<file path="config.mk">
export PLATFORM = sky130hd
export DESIGN_NAME = nep_skid
export DESIGN_NICKNAME = d
export VERILOG_FILES = /design/src/sv/nep_pkg.sv /design/src/sv/nep_skid.sv
export SDC_FILE = /design/constraint.sdc
export NUM_CORES = 1
export LEC_CHECK = 0
export BUFFER_PORTS_ARGS = -buffer_cell sky130_fd_sc_hd__clkbuf_2
export CAP_MARGIN = 15
export CORE_MARGIN = 4
export CORE_UTILIZATION = 35
export DETAILED_ROUTE_END_ITERATION = 16
export PLACE_DENSITY = 0.59
export SLEW_MARGIN = 20
export SYNTH_ARGS = -nofsm -noshare
export SYNTH_HDL_FRONTEND = slang
export SYNTH_SLANG_ARGS = --single-unit
</file>
<file path="constraint.sdc">
create_clock -name clock -period 30.2 [get_ports clock]
set_input_delay 7.55 -clock clock [delete_from_list [all_inputs] [get_ports clock]]
set_output_delay 7.55 -clock clock [all_outputs]
set_load 0.02 [all_outputs]
</file>
<file path="src/sv/nep_pkg.sv">
package nep_pkg;

   localparam int unsigned PW    = 36;
   localparam int unsigned EW    = 40;
   localparam int unsigned MW    = 37;
   localparam int unsigned VW    = 64;
   localparam int unsigned RTW   = 32;
   localparam int unsigned REMW  = 36;
   localparam int unsigned SW    = 35;
   localparam int unsigned QW    = 32;
   localparam int unsigned LANES = 3;

   localparam logic signed [EW-1:0] ONE_Q30 = EW'(64'sd1073741824);
   localparam logic signed [EW-1:0] ARG_MAX = EW'(64'sd68719476735);

   typedef enum logic [1:0] {
      BIG_W,
      BIG_X,
      BIG_Y,
      BIG_Z
   } big_type;

   typedef struct packed {
      logic signed [31:0] pos_north;
      logic signed [31:0] pos_east;
      logic signed [31:0] pos_down;
      logic signed [31:0] att_w;
      logic signed [31:0] att_x;
      logic signed [31:0] att_y;
      logic signed [31:0] att_z;
   } in_type;

   typedef struct packed {
      logic [31:0] east;
      logic [31:0] north;
      logic [31:0] up;
   } pos_type;

   typedef struct packed {
      logic [31:0] w;
      logic [31:0] x;
      logic [31:0] y;
      logic [31:0] z;
   } quat_type;

   typedef struct packed {
      pos_type                  pos;
      big_type                  big;
      logic                     zero;
      logic                     wide;
      logic [LANES-1:0]         neg;
      logic [LANES-1:0][MW-1:0] mag;
   } side_type;

   typedef struct packed {
      logic [VW-1:0] rad;
      side_type      side;
   } fr_type;

   typedef struct packed {
      logic [REMW-1:0] rem;
      logic [RTW-1:0]  root;
      logic [VW-1:0]   rad;
      side_type        side;
   } sq_type;

   typedef struct packed {
      logic [RTW-1:0] root;
      side_type       side;
   } rt_type;

   typedef struct packed {
      logic [LANES-1:0][REMW-1:0] rem;
      logic [LANES-1:0][QW-1:0]   quo;
      logic [LANES-1:0]           ovf;
      logic [SW-1:0]              s;
      side_type                   side;
   } dv_type;

   typedef struct packed {
      pos_type  pos;
      quat_type att;
   } out_type;

endpackage

</file>
<file path="src/sv/nep_skid.sv">
module nep_skid (
   input  logic             clock,
   input  logic             reset,
   input  logic             in_valid,
   output logic             in_ready,
   input  nep_pkg::out_type in_data,
   output logic             out_valid,
   input  logic             out_ready,
   output nep_pkg::out_type out_data
);
   import nep_pkg::*;

   logic    out_valid_ff, skid_valid_ff;
   out_type out_ff, skid_ff;
   logic    push, pop;

   assign in_ready = !skid_valid_ff;
   assign push     = in_valid && !skid_valid_ff;
   assign pop      = out_valid_ff && out_ready;

   always_ff @(posedge clock) begin
      if (reset) begin
         out_valid_ff  <= 1'b0;
         skid_valid_ff <= 1'b0;
      end else if (skid_valid_ff) begin
         if (pop) begin
            skid_valid_ff <= 1'b0;
         end
      end else if (push && out_valid_ff && !pop) begin
         skid_valid_ff <= 1'b1;
      end else if (push) begin
         out_valid_ff <= 1'b1;
      end else if (pop) begin
         out_valid_ff <= 1'b0;
      end
   end

   always_ff @(posedge clock) begin
      if (skid_valid_ff) begin
         if (pop) begin
            out_ff <= skid_ff;
         end
      end else if (push && out_valid_ff && !pop) begin
         skid_ff <= in_data;
      end else if (push) begin
         out_ff <= in_data;
      end
   end

   assign out_valid = out_valid_ff;
   assign out_data  = out_ff;

endmodule

</file>
* Yosys cells after proc, flatten, opt, wreduce, memory -nomap -nowiden
Index checks and enable logic that the tools add are counted.
** Cells by class
- Equality and inequality tests :: 2
- Muxes and demuxes :: 9
- Bitwise logic cells :: 2
- Reductions and logical operators :: 11
** Operator list (number)
- 224-bit 2-to-1 mux :: 4
- 3-bit AND reduction :: 2
- 1-bit 2-to-1 mux :: 5
- 1-bit logical AND :: 4
- 2-bit nonzero test :: 2
- 1-bit logical NOT :: 2
- 2-bit by 1-bit != test with 1-bit output, second input constant :: 1
- 2-bit != test, second input constant :: 1
- 1-bit inverter :: 2
- 2-bit AND reduction :: 1
** Word-level totals
- Flip-flop bits (word level) :: 450
- Input bits :: 228
- Output and inout bits :: 226
- Logic and storage cells :: 40

* Logic depth before layout (Yosys ltp)
- Depth after elaboration :: 6
- Mapped depth :: 4
- Gate-level depth less buffers :: 2

* Worst setup path after synthesis
No wires, ideal clock.
- Path type :: input-to-reg
- Start point :: input in_valid
- End point :: register out_ff (netlist bit out_data[0]), enable pin
- Library setup time :: 0.884 ns
- Arrival :: 18.397 ns
- Data required time :: 29.316 ns
- Setup slack :: 10.918 ns
- Stages on the path :: 2
- Path buffers :: 0
- Cell sequence :: mux2i_1 > a21oi_1
** On the way
- Cells in the longest elaborated chain, start to end :: 5
- Elaborated cells on any way between the ends :: 6
- Classes of those cells :: eq/ne (1); reduce/logical (5)
** RTL lines
- start, declared :: line nep_skid.sv:4 : input logic in_valid,
- 1-bit logical AND (*) :: line nep_skid.sv:18 : assign push = in_valid && !skid_valid_ff;
- 1-bit logical AND (2 in series) :: line nep_skid.sv:43 : end else if (push && out_valid_ff && !pop) begin
- 2-bit != test (no line)
- 3-bit AND reduction (no line) (*)
- end signal, assigned :: line nep_skid.sv:41 : out_ff <= skid_ff;
- end signal, assigned :: line nep_skid.sv:46 : out_ff <= in_data;
- end, declared :: line nep_skid.sv:14 : out_type out_ff, skid_ff;
Mark *: on every way between the ends. The rest lies on a longest branch, timed or not.
A chain may end at the register's enable or synchronous reset.

* Worst setup path after layout
- Start point :: input out_ready
- End point :: register skid_ff[153] (netlist name), enable pin
** On the way
- Cells in the longest elaborated chain, start to end :: 4
** RTL lines
- start, declared :: line nep_skid.sv:8 : input logic out_ready,
- 1-bit logical AND :: line nep_skid.sv:19 : assign pop = out_valid_ff && out_ready;
- 1-bit logical NOT :: line nep_skid.sv:43
- 1-bit logical AND :: line nep_skid.sv:43
- 2-bit AND reduction (no line)
- end signal, assigned :: line nep_skid.sv:44 : skid_ff <= in_data;
- end, declared :: line nep_skid.sv:14
No other way between the ends.

==> metrics.txt <==
Tmin final=9.86 ns; Cell Area, Synth=0.0164 mm²; DRT Wirelength=36.6 mm; Post-synth top flop=edfxtp_1; post-synth cell types=13; most used cell, CP=buf_4; FMAX=around 0.10 GHz; Place WS=19.77 ns; Critical Path AT=10.03 ns; core box area=0.0458 mm²; IO Pins=roughly 450; register clock-pin slew on the reported worst setup and hold paths=0.06 ns; IO Port Bufs=between 400 and 500; combinational share of power=9.4%; Setup CP Type=in -> reg; CTS tree=done; Die Ht=between 200 and 250 µm; PnR Total Power=roughly 0.0015 W; Final TNS setup=0 ns; Clock Power Share=roughly 39%; CP required=30.37 ns; area grow syn2layout=26.6%; Area contributors post-synth=edfxtp_1 82%, mux2_2 15%, buf_6 1.7%, dfxtp_1 0.24%, inv_1 0.069%; top-area cell type share of the netlist area=slightly above 80%; Root Buffer=clkbuf_16; startpoint types=primary input; Antenna Nets Post-Route=0; leading area contributor after synthesis=edfxtp_1; full die area=a little over 0.05 mm²; routed length per placed instance=19.9 µm; syn nets=~940; # rows=78; most common cell in the netlist=edfxtp_1; # hold bufs at CTS=0; yosys warns=0; first-pass GRT wire length=54.2 mm; switching power=0.000328 W; crit path capture type=flop; final layout net count=1,425; Chip Width=224 µm; post-cts resize count=0; critical-path cell list=clkbuf_2, inv_1, and4_4, buf_4, buf_4; sequential power share=51.3%; Max Cap Viol=0; worst rel slew slack=roughly 30%; Min-Delay Path Class=reg -> reg; maximum buffer depth of the clock tree=3; count of state elements after synthesis=450; status=complete, no violations; final setup fails=0; pwr/cell area=70.0 mW/mm²; Syn Area/Cell=23.0 µm²; initial DRC count=446; Sink Count=450; setup ws final=roughly 20 ns; placed cell count=1,748; VDD IR max=42.2 µV; Post-synth EDFFs=448; TritonCTS Buffers=47; largest net degree at the start of global routing=78; number of fillers in the final layout=4,016; gr ovfl total=0; register area share after synthesis=just over 80%; DP HPWL=between 20 and 25 mm; Final Hold Vio Count=0; initial antenna violation count=2; largest fanout on the critical path=75; RSZ-0062 raised after global routing=false; layout cells sized above 1=between 60% and 70%; delay-heaviest family, CP=buffers and inverters; Tcrit/Tclk final=about 33%; GPL Wtd Cong=0.797; final cell count without fillers=1,836; Worst path slowest cell=buf_4; sw frac=a little under a quarter; number of global-route vias before repair=8,766; Via Count=8,431; number of setup buffers added after CTS=0; DRC violations left=0; Leak=7.72 nW; DR vias/cell=approximately 4.6; Pins Over Slew Limit=0; Initial Util=a little over a third; internal power=around 0.0011 W; Detailed Routing Iterations Pass 1=4; worst slew pin tran=roughly 1.1 ns; CP bufs+invs=4; Skew-Pair Late Insertion Delay=0.56 ns; Syn Inst Count=710; top cells by count, synth=448 x edfxtp_1, 224 x mux2_2, 24 x buf_6; GRT Overall Usage=13.9%; H-tree levels=2; Setup Skew=between 0.01 and 0.015 ns; max incr delay on CP=0.87 ns; async set-reset flop share out of synthesis=0%
[cell type report]
class | instances | area [µm²] | area share [%]
Multi-Input combinational cell | 232 | 2590 | 12.5
Clock inverter | 27 | 248 | 1.20
Sequential cell | 450 | 13500 | 65.2
Tap cell | 600 | 751 | 3.62
Clock buffer | 59 | 1260 | 6.10
Inverter | 3 | 11.3 | 0.0544
Timing Repair Buffer | 463 | 2340 | 11.3
Antenna cell | 2 | 5.00 | 0.0242
[logic make-up (layout without fill, tap and decap cells)]
group	Yosys count	in the layout	share of synthesized area, %
DFF	450	450	82.5
muxes	225	225	15.5
buffers and inverters	28	552	1.75
AOI/OAI and AO/OA	4	4	0.161
and+or+nand+nor	3	3	0.130
other	0	2	0
[metal layers]
metal | vias to the layer above | GRT usage, % | share of wire [%] | routed length, µm
met4 | 0 | 4.62 | 2.4 | 892
met2 | 262 | 23.5 | 51 | 18600
met5 | - | 0 | 0 | 0
li1 | 3852 | - | - | -
met1 | 4263 | 17.0 | 39 | 14200
met3 | 54 | 4.57 | 7.8 | 2860
[power groups by stage]
stage                logic, W  clock network (W)  registers [W]
finish               0.000136           0.000569       0.000745
global route         0.000146           0.000618       0.000748
CTS                  0.000139           0.000589       0.000745
detailed placement   0.000139                  0       0.000758
global placement     0.000138                  0       0.000758
floorplan           0.0000473                  0       0.000803
[stage by stage]
| step | instance area (µm²) | util, % | hold slack [ns] |
|---|---|---|---|
| floorplan | 16400 | - | 0.523 |
| global placement | 19200 | 41.9 | 0.528 |
| detailed placement | 19200 | 41.9 | 0.531 |
| CTS | 20700 | 45.2 | 0.538 |
| global route | 20700 | 45.2 | 0.548 |
| finish | 20700 | 45.2 | 0.542 |
[worst paths after layout]
path / start / endpoint / slack, ns / depth (start not counted)
hold reg to reg: skid_ff[87] / out_data[87] / 0.54 / 1
setup reg to reg: skid_valid_ff / skid_ff[153] / 26.88 / 4
setup / recovery: out_ready / skid_ff[153] / 20.34 / 5
hold / removal: skid_ff[87] / out_data[87] / 0.54 / 1
[registers in the layout, summed over array words and instances (netlist names)]
register       flops
out_data         224
skid_ff          224
out_valid          1
skid_valid_ff      1
[cell usage in the layout, fill, tap and decap left out, drive strengths merged]
cell / synthesis / final
o32ai: 1 / 1
bufinv: 0 / 5
clkbuf: 0 / 512
a21oi: 2 / 2
clkinv: 0 / 20
diode: 0 / 2
nand2b: 1 / 1
and4: 1 / 1
clkinvlp: 0 / 2
edfxtp: 448 / 448
buf: 25 / 10
mux2i: 1 / 1
dfxtp: 2 / 2
a211oi: 1 / 1
nor2b: 1 / 1
inv: 3 / 3
mux2: 224 / 224
Power figures use the tool's default switching activity.
